`config.mk`:
```
export PLATFORM = sky130hd
export DESIGN_NAME = line_start_indexer
export DESIGN_NICKNAME = d
export VERILOG_FILES = /design/src/hw/rtl/lsi_pkg.sv /design/src/hw/rtl/line_start_indexer.sv
export SDC_FILE = /design/constraint.sdc
export NUM_CORES = 1
export LEC_CHECK = 0
export BUFFER_PORTS_ARGS = -buffer_cell sky130_fd_sc_hd__clkbuf_2
export CORE_UTILIZATION = 30
export CTS_CLUSTER_DIAMETER = 40
export CTS_CLUSTER_SIZE = 8
export DETAILED_ROUTE_END_ITERATION = 6
export PLACE_DENSITY = 0.48
export SETUP_SLACK_MARGIN = 0.05
export SYNTH_ARGS = -nofsm -noshare
export SYNTH_HDL_FRONTEND = slang
export SYNTH_SLANG_ARGS = --single-unit
```
`constraint.sdc`:
```
create_clock -name aclk -period 7.3 [get_ports aclk]
set_input_delay 0.73 -clock aclk [delete_from_list [all_inputs] [get_ports aclk]]
set_output_delay 0.73 -clock aclk [all_outputs]
set_load 0.05 [all_outputs]
```
`src/hw/rtl/lsi_pkg.sv`:
```
`timescale 1ns / 1ps

package lsi_pkg;

    localparam int LINE_OFFSET_W = 48;
    localparam int QUEUE_DEPTH   = 4;

    localparam logic [1:0] ENC_BYTES = 2'd0;
    localparam logic [1:0] ENC_LE    = 2'd1;
    localparam logic [1:0] ENC_BE    = 2'd2;
    localparam logic [1:0] ENC_UTF8  = 2'd3;

    localparam logic [1:0] KIND_FIRST = 2'd0;
    localparam logic [1:0] KIND_BREAK = 2'd1;
    localparam logic [1:0] KIND_END   = 2'd2;

    localparam logic [15:0] CH_CR = 16'h000d;
    localparam logic [15:0] CH_LF = 16'h000a;

    localparam logic [7:0] BOM_FF = 8'hff;
    localparam logic [7:0] BOM_FE = 8'hfe;
    localparam logic [7:0] BOM_EF = 8'hef;
    localparam logic [7:0] BOM_BB = 8'hbb;
    localparam logic [7:0] BOM_BF = 8'hbf;

    // register index is paddr[2]
    localparam logic REG_DEFAULT_ENC = 1'b0;

    typedef struct packed {
        logic [LINE_OFFSET_W-1:0] line_offset;
        logic [1:0]               offset_kind;
        logic [1:0]               encoding_used;
        logic                     last_of_run;
    } res_t;

endpackage

```
`src/hw/rtl/line_start_indexer.sv`:
```
`timescale 1ns / 1ps
// The results of an item go into the registered result queue when the item is accepted.
// Throughput: one item per cycle while m_ready is high and each item yields at most one
// result; an item that yields two or three results (mark check, end of file) queues them
// all, and s_ready drops while the 4-entry result queue holds two or more.
// Reset (aresetn low at a clock edge) empties the queue, clears the scan state and
// sets default_encoding to 0.

module line_start_indexer
    import lsi_pkg::*;
#(
    parameter int OFFSET_BITS = 48
) (
    input  logic                     aclk,
    input  logic                     aresetn,

    input  logic                     s_valid,
    output logic                     s_ready,
    input  logic [7:0]               s_data_byte,
    input  logic                     s_end_marker,

    output logic                     m_valid,
    input  logic                     m_ready,
    output logic [LINE_OFFSET_W-1:0] m_line_offset,
    output logic [1:0]               m_offset_kind,
    output logic [1:0]               m_encoding_used,
    output logic                     m_last_of_run,

    input  logic                     psel,
    input  logic                     penable,
    input  logic                     pwrite,
    input  logic [2:0]               paddr,
    input  logic [31:0]              pwdata,
    output logic [31:0]              prdata,
    output logic                     pready
);

    typedef struct packed {
        logic                   emit;
        logic [OFFSET_BITS-1:0] ofs;
        logic [15:0]            prev;
        logic                   phase;
        logic [7:0]             pend;
    } feed_t;

    // One byte into the character decoder and break detector.
    function automatic feed_t feed_f(
        input logic [1:0]             enc,
        input logic [15:0]            prev,
        input logic                   phase,
        input logic [7:0]             pend,
        input logic [7:0]             b,
        input logic [OFFSET_BITS-1:0] pos
    );
        feed_t                  r;
        logic [15:0]            c;
        logic [OFFSET_BITS-1:0] start;
        logic [OFFSET_BITS:0]   sum;
        logic                   wide;
        logic                   take;
        r.emit  = 1'b0;
        r.ofs   = pos;
        r.prev  = prev;
        r.phase = phase;
        r.pend  = pend;
        wide    = (enc == ENC_LE) || (enc == ENC_BE);
        take    = 1'b1;
        c       = {8'h00, b};
        start   = pos;
        if (wide) begin
            if (!phase) begin
                take    = 1'b0;
                r.pend  = b;
                r.phase = 1'b1;
            end else begin
                r.phase = 1'b0;
                c       = (enc == ENC_LE) ? {b, pend} : {pend, b};
                start   = (pos == '0) ? '0 : pos - OFFSET_BITS'(1);
            end
        end
        sum = {1'b0, start} + (wide ? (OFFSET_BITS+1)'(2) : (OFFSET_BITS+1)'(1));
        if (take) begin
            if (prev == CH_CR || prev == CH_LF) begin
                r.emit = 1'b1;
                if (c == ((prev == CH_CR) ? CH_LF : CH_CR)) begin
                    c     = '0;
                    r.ofs = sum[OFFSET_BITS] ? '1 : sum[OFFSET_BITS-1:0];
                end else begin
                    r.ofs = start;
                end
            end
            r.prev = c;
        end
        return r;
    endfunction

    // scan state
    logic [1:0]             default_enc_reg, default_enc_next;
    logic [OFFSET_BITS-1:0] byte_count_reg, byte_count_next;
    logic [15:0]            prev_char_reg, prev_char_next;
    logic [7:0]             held_reg [2];
    logic [7:0]             held_next [2];
    logic [1:0]             held_count_reg, held_count_next;
    logic                   mark_checked_reg, mark_checked_next;
    logic [1:0]             active_enc_reg, active_enc_next;
    logic [7:0]             pend_reg, pend_next;
    logic                   phase_reg, phase_next;

    // result queue, head at entry 0
    res_t                   q_reg [QUEUE_DEPTH];
    res_t                   q_next [QUEUE_DEPTH];
    logic [2:0]             count_reg, count_next;

    logic                   s_fire;
    logic                   pop;
    logic                   cfg_wr;
    logic [1:0]             def_enc;
    logic [1:0]             mark_enc;
    logic                   skip0;
    logic                   mark_wide;
    logic [OFFSET_BITS-1:0] byte_count_inc;
    feed_t                  f0, f1, f2, fm, fn;
    res_t                   cand [3];
    logic [2:0]             cv;
    res_t                   pk [3];
    logic [1:0]             npush;

    assign pready  = 1'b1;
    assign cfg_wr  = psel && penable && pwrite && (paddr[2] == REG_DEFAULT_ENC);
    assign prdata  = (paddr[2] == REG_DEFAULT_ENC) ? {30'd0, default_enc_reg} : 32'd0;

    assign s_ready = (count_reg <= 3'd1);
    assign s_fire  = s_valid && s_ready;
    assign m_valid = (count_reg != 3'd0);
    assign pop     = m_valid && m_ready;

    assign m_line_offset   = q_reg[0].line_offset;
    assign m_offset_kind   = q_reg[0].offset_kind;
    assign m_encoding_used = q_reg[0].encoding_used;
    assign m_last_of_run   = q_reg[0].last_of_run;

    assign def_enc = (default_enc_reg == ENC_UTF8) ? ENC_BYTES : default_enc_reg;
    assign byte_count_inc = (&byte_count_reg) ? byte_count_reg
                                              : byte_count_reg + OFFSET_BITS'(1);

    // mark check on the two held bytes and the arriving third
    always_comb begin
        mark_enc = def_enc;
        if (held_reg[0] == BOM_FF && held_reg[1] == BOM_FE) begin
            mark_enc = ENC_LE;
        end else if (held_reg[0] == BOM_FE && held_reg[1] == BOM_FF) begin
            mark_enc = ENC_BE;
        end else if (held_reg[0] == BOM_EF && held_reg[1] == BOM_BB &&
                     s_data_byte == BOM_BF) begin
            mark_enc = ENC_UTF8;
        end
    end

    assign mark_wide = (held_reg[0] == BOM_FF && held_reg[1] == BOM_FE) ||
                       (held_reg[0] == BOM_FE && held_reg[1] == BOM_FF);
    assign skip0     = !mark_wide && (mark_enc != ENC_UTF8);

    // held bytes replayed under the default encoding
    assign f0 = feed_f(def_enc, 16'h0000, 1'b0, pend_reg, held_reg[0], '0);
    assign f1 = feed_f(def_enc, f0.prev, f0.phase, f0.pend, held_reg[1], OFFSET_BITS'(1));
    assign f2 = feed_f(def_enc, f1.prev, f1.phase, f1.pend, s_data_byte, OFFSET_BITS'(2));
    // third byte right after a two-byte mark
    assign fm = feed_f(mark_enc, 16'h0000, 1'b0, pend_reg, s_data_byte, OFFSET_BITS'(2));
    assign fn = feed_f(active_enc_reg, prev_char_reg, phase_reg, pend_reg, s_data_byte,
                       byte_count_reg);

    always_comb begin
        default_enc_next  = default_enc_reg;
        byte_count_next   = byte_count_reg;
        prev_char_next    = prev_char_reg;
        held_next         = held_reg;
        held_count_next   = held_count_reg;
        mark_checked_next = mark_checked_reg;
        active_enc_next   = active_enc_reg;
        pend_next         = pend_reg;
        phase_next        = phase_reg;
        cv                = 3'b000;
        for (int k = 0; k < 3; k++) begin
            cand[k] = '0;
        end

        if (cfg_wr) begin
            default_enc_next = pwdata[1:0];
        end

        if (s_fire) begin
            if (s_end_marker) begin
                cand[0] = '{line_offset: '0, offset_kind: KIND_FIRST,
                            encoding_used: def_enc, last_of_run: 1'b0};
                cv[0]   = !mark_checked_reg;
                cand[1] = '{line_offset: LINE_OFFSET_W'(f1.ofs), offset_kind: KIND_BREAK,
                            encoding_used: def_enc, last_of_run: 1'b0};
                cv[1]   = !mark_checked_reg && (held_count_reg == 2'd2) && f1.emit;
                cand[2] = '{line_offset: LINE_OFFSET_W'(byte_count_reg),
                            offset_kind: KIND_END,
                            encoding_used: mark_checked_reg ? active_enc_reg : def_enc,
                            last_of_run: 1'b0};
                cv[2]   = 1'b1;
                byte_count_next   = '0;
                prev_char_next    = '0;
                held_count_next   = '0;
                mark_checked_next = 1'b0;
                active_enc_next   = ENC_BYTES;
                pend_next         = '0;
                phase_next        = 1'b0;
            end else begin
                byte_count_next = byte_count_inc;
                if (mark_checked_reg) begin
                    cand[0] = '{line_offset: LINE_OFFSET_W'(fn.ofs), offset_kind: KIND_BREAK,
                                encoding_used: active_enc_reg, last_of_run: 1'b0};
                    cv[0]          = fn.emit;
                    prev_char_next = fn.prev;
                    pend_next      = fn.pend;
                    phase_next     = fn.phase;
                end else if (held_count_reg == 2'd2) begin
                    mark_checked_next = 1'b1;
                    held_count_next   = 2'd3;
                    active_enc_next   = mark_enc;
                    cand[0].offset_kind   = KIND_FIRST;
                    cand[0].encoding_used = mark_enc;
                    cand[0].line_offset   = skip0 ? LINE_OFFSET_W'(0) :
                                            mark_wide ? LINE_OFFSET_W'(2) : LINE_OFFSET_W'(3);
                    cv[0] = 1'b1;
                    cand[1] = '{line_offset: LINE_OFFSET_W'(f1.ofs), offset_kind: KIND_BREAK,
                                encoding_used: mark_enc, last_of_run: 1'b0};
                    cv[1]   = skip0 && f1.emit;
                    cand[2] = '{line_offset: LINE_OFFSET_W'(f2.ofs), offset_kind: KIND_BREAK,
                                encoding_used: mark_enc, last_of_run: 1'b0};
                    cv[2]   = skip0 && f2.emit;
                    if (skip0) begin
                        prev_char_next = f2.prev;
                        pend_next      = f2.pend;
                        phase_next     = f2.phase;
                    end else if (mark_wide) begin
                        prev_char_next = fm.prev;
                        pend_next      = fm.pend;
                        phase_next     = fm.phase;
                    end else begin
                        prev_char_next = '0;
                        phase_next     = 1'b0;
                    end
                end else begin
                    held_next[held_count_reg[0]] = s_data_byte;
                    held_count_next = held_count_reg + 2'd1;
                end
            end
        end

        // the last valid candidate closes the run
        cand[2].last_of_run = cv[2];
        cand[1].last_of_run = cv[1] && !cv[2];
        cand[0].last_of_run = cv[0] && !cv[1] && !cv[2];
    end

    // pack the candidates and push them behind the current queue contents
    always_comb begin
        logic [1:0] p;
        logic [2:0] base;
        logic [2:0] idx;
        p = 2'd0;
        for (int k = 0; k < 3; k++) begin
            pk[k] = '0;
        end
        for (int k = 0; k < 3; k++) begin
            if (cv[k]) begin
                pk[p] = cand[k];
                p     = p + 2'd1;
            end
        end
        npush = p;

        q_next = q_reg;
        if (pop) begin
            for (int i = 0; i < QUEUE_DEPTH - 1; i++) begin
                q_next[i] = q_reg[i+1];
            end
        end
        base = count_reg - {2'b00, pop};
        for (int k = 0; k < 3; k++) begin
            idx = base + 3'(k);
            if (k < int'(npush)) begin
                q_next[idx[1:0]] = pk[k];
            end
        end
        count_next = base + {1'b0, npush};
    end

    always_ff @(posedge aclk) begin
        if (!aresetn) begin
            default_enc_reg  <= ENC_BYTES;
            byte_count_reg   <= '0;
            prev_char_reg    <= '0;
            held_count_reg   <= '0;
            mark_checked_reg <= 1'b0;
            active_enc_reg   <= ENC_BYTES;
            pend_reg         <= '0;
            phase_reg        <= 1'b0;
            count_reg        <= '0;
        end else begin
            default_enc_reg  <= default_enc_next;
            byte_count_reg   <= byte_count_next;
            prev_char_reg    <= prev_char_next;
            held_count_reg   <= held_count_next;
            mark_checked_reg <= mark_checked_next;
            active_enc_reg   <= active_enc_next;
            pend_reg         <= pend_next;
            phase_reg        <= phase_next;
            count_reg        <= count_next;
        end
    end

    always_ff @(posedge aclk) begin
        held_reg <= held_next;
        q_reg    <= q_next;
    end

    a_queue_bound: assert property (@(posedge aclk) disable iff (!aresetn)
        count_reg <= 3'(QUEUE_DEPTH))
        else $error("result queue overflow");

    a_checked_full: assert property (@(posedge aclk) disable iff (!aresetn)
        mark_checked_reg |-> held_count_reg == 2'd3)
        else $error("mark checked without three bytes held");

    a_end_clears: assert property (@(posedge aclk) disable iff (!aresetn)
        s_fire && s_end_marker |=> m_valid && !mark_checked_reg && byte_count_reg == '0)
        else $error("end of file did not emit or clear state");

    a_phase_wide: assert property (@(posedge aclk) disable iff (!aresetn)
        phase_reg |-> (active_enc_reg == ENC_LE || active_enc_reg == ENC_BE))
        else $error("half pair pending in byte mode");

    a_no_accept_full: assert property (@(posedge aclk) disable iff (!aresetn)
        count_reg >= 3'd2 |-> !s_ready)
        else $error("item accepted without room for its results");

endmodule
```
==> results.json, run 1 <==
{
  "avgSynthCellArea_um2": 7.34,
  "fmaxAchievable_ghz": 0.166,
  "cts.clk_slew.worst_paths_ns": 0.05,
  "grt.total_usage": 0.230,
  "vias": 20927,
  "leakagePower_nw": 8.94,
  "grt_max_degree": 85,
  "final_util": 0.347,
  "overflow": 0,
  "gp_congestion": 0.916,
  "syn_inst": 2800,
  "initial_core_util": 0.304,
  "switching_power_w": 0.00321,
  "antenna_found_initial": 1,
  "fillCellCount": 7188,
  "first_pass_iters": 6,
  "hold_viol": 0,
  "p_seq_frac": 0.282,
  "slew_violations": 0,
  "post-route-period-util": 0.828,
  "power_w": 0.00840,
  "crit_fanout": 18,
  "port_buffers": 75,
  "synth_area_um2": 20500,
  "ant_nets": 0,
  "post-route-drc-count": 0,
  "row_count": 95,
  "synth_edf_count": 16,
  "end_kind": "flop",
  "intPower_w": 0.00518,
  "totalWireLength_um": 81900,
  "synth_seq_area_share": 0.311,
  "setup_tns_ns": 0,
  "area_growth_pct": 14.1,
  "worstPathRequired_ns": 7.74,
  "numCtsBuffers": 69,
  "synth-async-reset-ratio": 0,
  "post-route-min-period_ns": 6.04,
  "worst_slew_pin_slew_ns": 1.31,
  "synth-seq-cells": 311,
  "drive_above_1_share": 0.113,
  "hp-class": "in -> reg",
  "slew_headroom": 0.126,
  "setup_viol": 0,
  "hpwlAfterDp_um": 58000,
  "yosysWarnings": 0,
  "insertedDiodeCount": 0,
  "synth_cell_type_count": 89,
  "cts-hold-fix-buffers": 0,
  "fin_nets": 2793,
  "avgRoutedWirePerCell_um": 22.5,
  "h-tree-depth": 3,
  "instances_no_fill": 3648,
  "pwr_density_cell_nw_per_um2": 358,
  "postCtsSetupBuffers": 0,
  "grt_pass1_vias": 20088,
  "clk_latency_ns": 0.61,
  "rsz0062_at_grt": "false",
  "io_pins": 139,
  "cts_sinks": 311,
  "drt-vias-per-instance": 5.74,
  "power.share.clock": 0.374,
  "crit_type": "reg -> reg",
  "combPwrFrac": 0.344,
  "finalClockSkew_ns": 0.0295,
  "grt_pass1_wl_um": 125000,
  "swShare": 0.383,
  "core_region_area_um2": 67500,
  "worst_ep_arrival_time_ns": 6.48,
  "synthFlopType": "dfxtp_1",
  "dieArea_um2": 69500,
  "cts_max_path_buffers": 3,
  "fp.dieW_um": 264,
  "cp-start-kind": "flop",
  "cts_tree": "yes",
  "root_buffer": "clkbuf_16",
  "ctsResizeCount": 0,
  "drt_iter0_markers": 1917,
  "maxCapViolCount": 0,
  "die_h_um": 264,
  "largest_register_ffs": 159,
  "status": "finished clean",
  "post-place-cells": 3526,
  "peakVddDrop_mv": 0.491
}
## routing by layer
metal,wire [um],vias up,track usage,share of wire
li1,-,9835,-,-
met1,36900,10222,0.303,0.45
met2,38300,705,0.377,0.47
met3,4080,163,0.0326,0.050
met4,2620,2,0.0896,0.032
met5,9,-,0,0.00011
## power groups by stage
stage	Combinational, W	Sequential (W)	Clock (W)
floorplan	0.00225	0.00232	0
global placement	0.00283	0.00238	0
detailed placement	0.00287	0.00239	0
CTS	0.00288	0.00236	0.00320
global route	0.00313	0.00241	0.00328
finish	0.00289	0.00237	0.00314
## synthesized netlist by cell type (16+ instances only)
master	n	area, um^2
and3_1	23	144
mux2i_1	51	510
o21ai_0	156	781
nand2b_1	17	106
o211ai_1	29	218
nand2_1	521	1960
buf_2	19	95.1
a21oi_1	280	1400
nand3_1	112	561
ha_1	17	213
xnor2_1	67	587
a22oi_1	34	255
and2_1	22	138
dfxtp_1	295	5910
clkbuf_1	194	728
nand4_1	37	231
a32o_1	22	220
nor2b_1	24	150
nor3_1	59	295
a21o_1	17	128
nor2_1	201	754
a221o_1	62	621
o211a_1	16	160
inv_1	35	131
buf_4	85	638
edfxtp_1	16	480
nor4_1	61	382
xor2_1	55	482
## cell families after synthesis
| family | share of synthesized area |
|---|---|
| other | 0.000366 |
| muxes | 0.0287 |
| adders and majority gates | 0.0113 |
| DFF | 0.311 |
| and+or+nand+nor | 0.274 |
| AOI/OAI and AO/OA | 0.241 |
| xor gates and xnor gates | 0.0520 |
| buffers and inverters | 0.0815 |
## layout make-up
| type | instances | area [um^2] | share of cell area |
|---|---|---|---|
| Clock buffer | 91 | 1930 | 0.0824 |
| Clock inverter | 31 | 392 | 0.0167 |
| Inverter | 36 | 138 | 0.00587 |
| Tap cell | 873 | 1090 | 0.0466 |
| Sequential cell | 311 | 6390 | 0.272 |
| Multi-Input combinational cell | 2167 | 12600 | 0.539 |
| Timing Repair Buffer | 139 | 868 | 0.0370 |
## layout by cell type (no fill, tap or decap), types with 51 or more instances in the layout
cell type,n
nor3_1,57
clkbuf_16,71
dfxtp_1,295
xor2_1,55
a221o_1,62
buf_4,63
nor2_1,198
mux2i_1,51
a21oi_1,278
nor4_1,61
nand2_1,519
clkbuf_2,75
o21ai_0,155
nand3_1,112
xnor2_1,67
## critical path: stages, from the launching register on
cell and delay (ns):
dfxtp_1 0.49, nor4_1 0.85, nand3_1 0.51, or4_1 0.68
nor2_2 0.51, buf_4 0.37, nor2_1 0.12, nand3_1 0.21
nor4_2 0.12, a21oi_1 0.94, o21ai_0 0.26, a221oi_1 0.58
o21ai_0 0.22
## path summary, 6_finish.rpt
check	start	slack, ns	cells past startpoint	endpoint
max reg2reg	byte_count_reg[34]$_SDFFE_PN0P_	1.26	12	q_reg[31]$_DFF_P_
max	byte_count_reg[34]$_SDFFE_PN0P_	1.26	12	q_reg[31]$_DFF_P_
min	pwdata[0]	0.40	3	default_enc_reg[0]$_SDFFE_PN0P_
min reg2reg	q_reg[28]$_DFF_P_	0.47	2	q_reg[28]$_DFF_P_
## through the flow
step / cell area [um^2] / hold slack, ns / setup slack [ns]
6_report: 23400 / 0.398 / 1.26
5_1_grt: 23400 / 0.402 / 1.04
4_1_cts: 23400 / 0.363 / 1.45
2_1_floorplan: 20700 / 0.443 / 2.49
3_5_place_dp: 21100 / 0.459 / 1.26
3_3_place_gp: 21100 / 0.464 / 1.28
(Power assumes the default switching activity.)
==> run 2: changes to the inputs <==
==> constraint.sdc (replaced) <==
create_clock -name aclk -period 5.74 [get_ports aclk]
set_input_delay 0.574 -clock aclk [delete_from_list [all_inputs] [get_ports aclk]]
set_output_delay 0.574 -clock aclk [all_outputs]
set_load 0.05 [all_outputs]
==> run 2 against run 1 <==
Critical path depth grew 4. Sequential cell count is the same. Non-clock buffer count grew 83. Critical endpoint is now q_reg[152]$_DFF_P_.
==> results.json, run 2 (same netlist as run 1, synthesis figures left out) <==
{
  "status": "finished clean",
  "setup_viol": 0,
  "cpPeakStageDelay_ns": 0.67,
  "rsz0062_at_grt": "false",
  "peakVddDrop_mv": 0.423,
  "cp_common_cell": "buf_4",
  "cpLargestDelayFamily": "simple AND/OR/NAND/NOR gates",
  "crit_fanout": 13,
  "slew_violations": 0,
  "finalClockSkew_ns": 0.0249,
  "hold_path_startpoint": "pwdata[0]",
  "die_h_um": 264,
  "final_common_cell": "nand2_1",
  "cts_tree": "yes",
  "use_met3": 0.0361,
  "antenna_found_initial": 0,
  "ant_nets": 0,
  "use_met1": 0.316,
  "end_kind": "flop",
  "fmaxAchievable_ghz": 0.192,
  "row_count": 95,
  "port_buffers": 75,
  "postCtsSetupBuffers": 0,
  "layout_common_cells": "nand2_1, dfxtp_1, a21oi_1, nor2_1, o21ai_0",
  "grt_pass1_wl_um": 128000,
  "swShare": 0.385,
  "cts_max_path_buffers": 3,
  "grt_max_degree": 88,
  "setup_tns_ns": 0,
  "cts_sinks": 311,
  "fp.dieW_um": 264,
  "hp-class": "in -> reg",
  "worstPathRequired_ns": 6.23,
  "slew_headroom": 0.267,
  "avgRoutedWirePerCell_um": 22.6,
  "drt_iter0_markers": 1934,
  "vias": 21515,
  "initial_core_util": 0.304,
  "largest_register_ffs": 159,
  "totalWireLength_um": 84400,
  "switching_power_w": 0.00426,
  "gp_congestion": 0.948,
  "crit_type": "reg -> reg",
  "worst_ep_arrival_time_ns": 5.69,
  "intPower_w": 0.00681,
  "leakagePower_nw": 9.44,
  "final_util": 0.360,
  "core_region_area_um2": 67500,
  "post-route-period-util": 0.906,
  "first_pass_iters": 7,
  "clk_latency_ns": 0.62,
  "dieArea_um2": 69500,
  "combPwrFrac": 0.342,
  "overflow": 0,
  "numCtsBuffers": 69,
  "post-route-min-period_ns": 5.20,
  "cp_slowest_cell": "or4_1",
  "grt.total_usage": 0.236,
  "area_growth_pct": 18.4,
  "cts-hold-fix-buffers": 0,
  "hold_viol": 0,
  "drt-vias-per-instance": 5.77,
  "root_buffer": "clkbuf_16",
  "power_w": 0.0111,
  "hpwlAfterDp_um": 59600,
  "maxCapViolCount": 0,
  "cp-start-kind": "flop",
  "grt_util_met2": 0.380,
  "io_pins": 139,
  "p_seq_frac": 0.271,
  "drive_above_1_share": 0.141,
  "post-route-drc-count": 0,
  "grt_most_used_layer": "met2",
  "rr_startpoint": "active_enc_reg[1]$_SDFFE_PN0P_",
  "h-tree-depth": 3,
  "timing.critical_path.from": "active_enc_reg[1]$_SDFFE_PN0P_",
  "path_cells": "inv_1 -> ha_1 -> nand3b_1 -> buf_4 -> mux2i_1 -> and4_1 -> o2111ai_1 -> buf_4 -> nor4bb_1 -> nand4_1 -> or4_1 -> o21a_1 -> o31ai_2 -> buf_4 -> nand3_1 -> a32o_1",
  "grt_pass1_vias": 20619,
  "path_buf_inv": 4,
  "power.share.clock": 0.387,
  "ctsResizeCount": 0,
  "fin_nets": 2876,
  "pwr_density_cell_nw_per_um2": 455,
  "cts.clk_slew.worst_paths_ns": 0.05,
  "worst_slew_pin_slew_ns": 1.10,
  "insertedDiodeCount": 0
}
==> run 2: cell types whose count changed in the layout (fill, tap and decap cells not counted), sizes merged <==
cell      delta
clkinvlp     +3
bufinv       +4
clkinv       +5
inv          -1
buf         +83
clkbuf      -10
==> run 2: tightest hold or removal path: stages <==
cell and delay (ns):
clkbuf_2 0.08, mux2i_1 0.05, nor2b_1 0.09
==> run 2: stage by stage <==
step	setup WS, ns	instances	cell area [um^2]	hold slack [ns]
finish	0.539	3732	24300	0.220
global route	0.326	3732	24300	0.207
CTS	0.615	3732	24300	0.195
detailed placement	0.339	3609	21800	0.459
global placement	0.403	3609	21800	0.458
floorplan	1.09	2829	20700	0.443
==> run 2: final cells by class <==
type,instances,area (um^2)
Clock buffer,81,1850
Fill cell,7091,43200
Clock inverter,42,651
Sequential cell,311,6390
Tap cell,873,1090
Multi-Input combinational cell,2167,12600
Inverter,36,138
Timing Repair Buffer,222,1570
==> run 2: final timing paths <==
kind                                                         to  slack (ns)  depth (start not counted)
worst max-delay path                         q_reg[152]$_DFF_P_        0.54                         16
worst min-delay path            default_enc_reg[0]$_SDFFE_PN0P_        0.22                          3
worst max register to register               q_reg[152]$_DFF_P_        0.54                         16
worst min register to register                q_reg[26]$_DFF_P_        0.47                          2
==> run 2: power groups by stage <==
stage	sequential, W	combinational (W)	clock (W)
final	0.00300	0.00378	0.00428
after global placement	0.00302	0.00367	0
after global routing	0.00306	0.00409	0.00447
after detailed placement	0.00303	0.00374	0
after floorplan	0.00296	0.00286	0
after CTS	0.00300	0.00376	0.00435
==> run 2: layer usage <==
layer / vias up / share of wire
met5: - / 0
met4: 0 / 0.034
met3: 158 / 0.056
met1: 10569 / 0.45
met2: 783 / 0.46
li1: 10005 / -
==> run 3: changes to the inputs <==
--- a/config.mk
+++ b/config.mk
@@ -10,7 +10,9 @@
 export CTS_CLUSTER_DIAMETER = 40
 export CTS_CLUSTER_SIZE = 8
 export DETAILED_ROUTE_END_ITERATION = 6
+export HOLD_SLACK_MARGIN = 0.12
 export PLACE_DENSITY = 0.48
+export RECOVER_POWER = 50
 export SETUP_SLACK_MARGIN = 0.05
 export SYNTH_ARGS = -nofsm -noshare
 export SYNTH_HDL_FRONTEND = slang
==> run 3 against run 2 <==
The run now ends with max-capacitance violations, max-slew violations left. Critical path type unchanged. Sequential cell count unchanged. Non-clock buffer count unchanged. Register-to-register slack worse by 0.02 ns. Cell count unchanged. Sequential share of layout area up 0.12 points. First-iteration DRC count down 3.6%. Clock-buffer cell count unchanged. Die area unchanged. Critical path depth down 2.
==> results.json, run 3 (same netlist as run 1, synthesis figures left out) <==
{
  "peakVddDrop_mv": 0.418,
  "grt_pass1_vias": 20619,
  "r2r_slack_ns": 0.52,
  "dpl_cell_area_um2": 21800,
  "root_buffer": "clkbuf_16",
  "fin_nets": 2876,
  "cts_max_path_buffers": 3,
  "leakagePower_nw": 9.20,
  "violations": "max-capacitance violations, max-slew violations",
  "totalWireLength_um": 84200,
  "rr_startpoint": "active_enc_reg[1]$_SDFFE_PN0P_",
  "avgRoutedWirePerCell_um": 22.6,
  "drt_iter0_markers": 1864,
  "area_growth_pct": 17.8,
  "grt_max_degree": 88,
  "row_count": 95,
  "grt.total_usage": 0.236,
  "hold_viol": 0,
  "crit_fanout": 12,
  "slew_violations": 86,
  "slew_headroom": -0.271,
  "drt-vias-per-instance": 5.75,
  "hp-class": "in -> reg",
  "numCtsBuffers": 69,
  "clk_latency_ns": 0.62,
  "post-route-min-period_ns": 5.22,
  "final_util": 0.359,
  "h-tree-depth": 3,
  "core_region_area_um2": 67500,
  "whs_ns": 0.218,
  "final_common_cell": "nand2_1",
  "overflow": 0,
  "cts.clk_slew.worst_paths_ns": 0.05,
  "crit_type": "reg -> reg",
  "min_to": "default_enc_reg[0]$_SDFFE_PN0P_",
  "cts_tree": "yes",
  "final_area_um2": 24200,
  "r2r_cells": 14,
  "first_pass_iters": 7,
  "worstPathRequired_ns": 6.23,
  "end_kind": "flop",
  "setup_viol": 0,
  "cts-hold-fix-buffers": 0,
  "reg2reg_to": "m_line_offset[30]$_DFF_P_",
  "cp-start-kind": "flop",
  "finalClockSkew_ns": 0.0275,
  "cts_sinks": 311,
  "insertedDiodeCount": 0,
  "largest_register_ffs": 159,
  "drive_above_1_share": 0.115,
  "die_h_um": 264,
  "postCtsSetupBuffers": 0,
  "post-route-drc-count": 0,
  "io_pins": 139,
  "setup_tns_ns": 0,
  "vias": 21454,
  "hold_path_startpoint": "pwdata[0]",
  "post-route-period-util": 0.910,
  "initial_core_util": 0.304,
  "dieArea_um2": 69500,
  "ctsResizeCount": 0,
  "layout_common_cells": "nand2_1, dfxtp_1, a21oi_1, nor2_1, o21ai_0",
  "pwr_density_cell_nw_per_um2": 455,
  "worst_ep_arrival_time_ns": 5.72,
  "antenna_found_initial": 0,
  "ant_nets": 0,
  "gp_congestion": 0.948,
  "rsz0062_at_grt": "false",
  "fmaxAchievable_ghz": 0.192,
  "hpwlAfterDp_um": 59600,
  "port_buffers": 75,
  "grt_pass1_wl_um": 128000,
  "worst_slew_pin_slew_ns": 1.91,
  "fp.dieW_um": 264,
  "status": "finished with violations",
  "maxCapViolCount": 2,
  "holdPathStages": 3
}
run 3: changes by cell type in the layout (fill, tap and decap cells not counted), moves of 5 or more:
cell      delta
clkbuf_1    +71
clkbuf_2    -64
buf_4        -7
and2_0       +5
and2_1       -5
run 3: worst max path at each step:
stage                                        start                         to  depth (start not counted)
floorplan                           s_data_byte[1]          q_reg[33]$_DFF_P_                         19
global placement                    s_data_byte[1]  m_line_offset[40]$_DFF_P_                         17
detailed placement                  s_data_byte[1]  m_line_offset[23]$_DFF_P_                         17
CTS                 active_enc_reg[1]$_SDFFE_PN0P_         q_reg[152]$_DFF_P_                         16
global route                held_reg[10]$_DFFE_PP_          q_reg[51]$_DFF_P_                         17
finish              active_enc_reg[1]$_SDFFE_PN0P_  m_line_offset[30]$_DFF_P_                         14
run 3: metal layers:
metal | up-vias | GRT usage | wire [um]
met2 | 768 | 0.380 | 38800
met4 | 0 | 0.0929 | 2960
li1 | 10003 | - | -
met3 | 170 | 0.0361 | 4760
met1 | 10513 | 0.316 | 37700
met5 | - | 0 | 0
run 3: cell type report:
type | instances | area, um^2
Sequential cell | 311 | 6390
Clock buffer | 81 | 1850
Timing Repair Buffer | 222 | 1460
Tap cell | 873 | 1090
Inverter | 36 | 138
Clock inverter | 42 | 651
Multi-Input combinational cell | 2167 | 12600
Fill cell | 7127 | 43300
run 3: critical path: stages (launching register included):
cell,delay [ns]
dfxtp_1,0.37
inv_1,0.07
ha_1,0.49
and3b_1,0.40
nand4_2,0.42
nor4_1,0.38
a31oi_1,0.16
nor4_4,0.62
nand3_1,0.35
nor4_2,0.52
a21oi_1,0.23
buf_4,0.20
a21oi_1,0.46
o31ai_1,0.13
o21ai_0,0.27
run 3: metrics by stage:
stage	total power, W	setup WS (ns)	instances
floorplan	0.00581	1.09	2829
global placement	0.00670	0.403	3609
detailed placement	0.00677	0.339	3609
CTS	0.0111	0.615	3732
global route	0.0116	0.176	3732
finish	0.0110	0.518	3732
run 3: power by group:
group	switching [W]	internal, W
clock	0.00141	0.00287
sequential	0.000276	0.00272
combinational	0.00256	0.00118
total	0.00425	0.00677
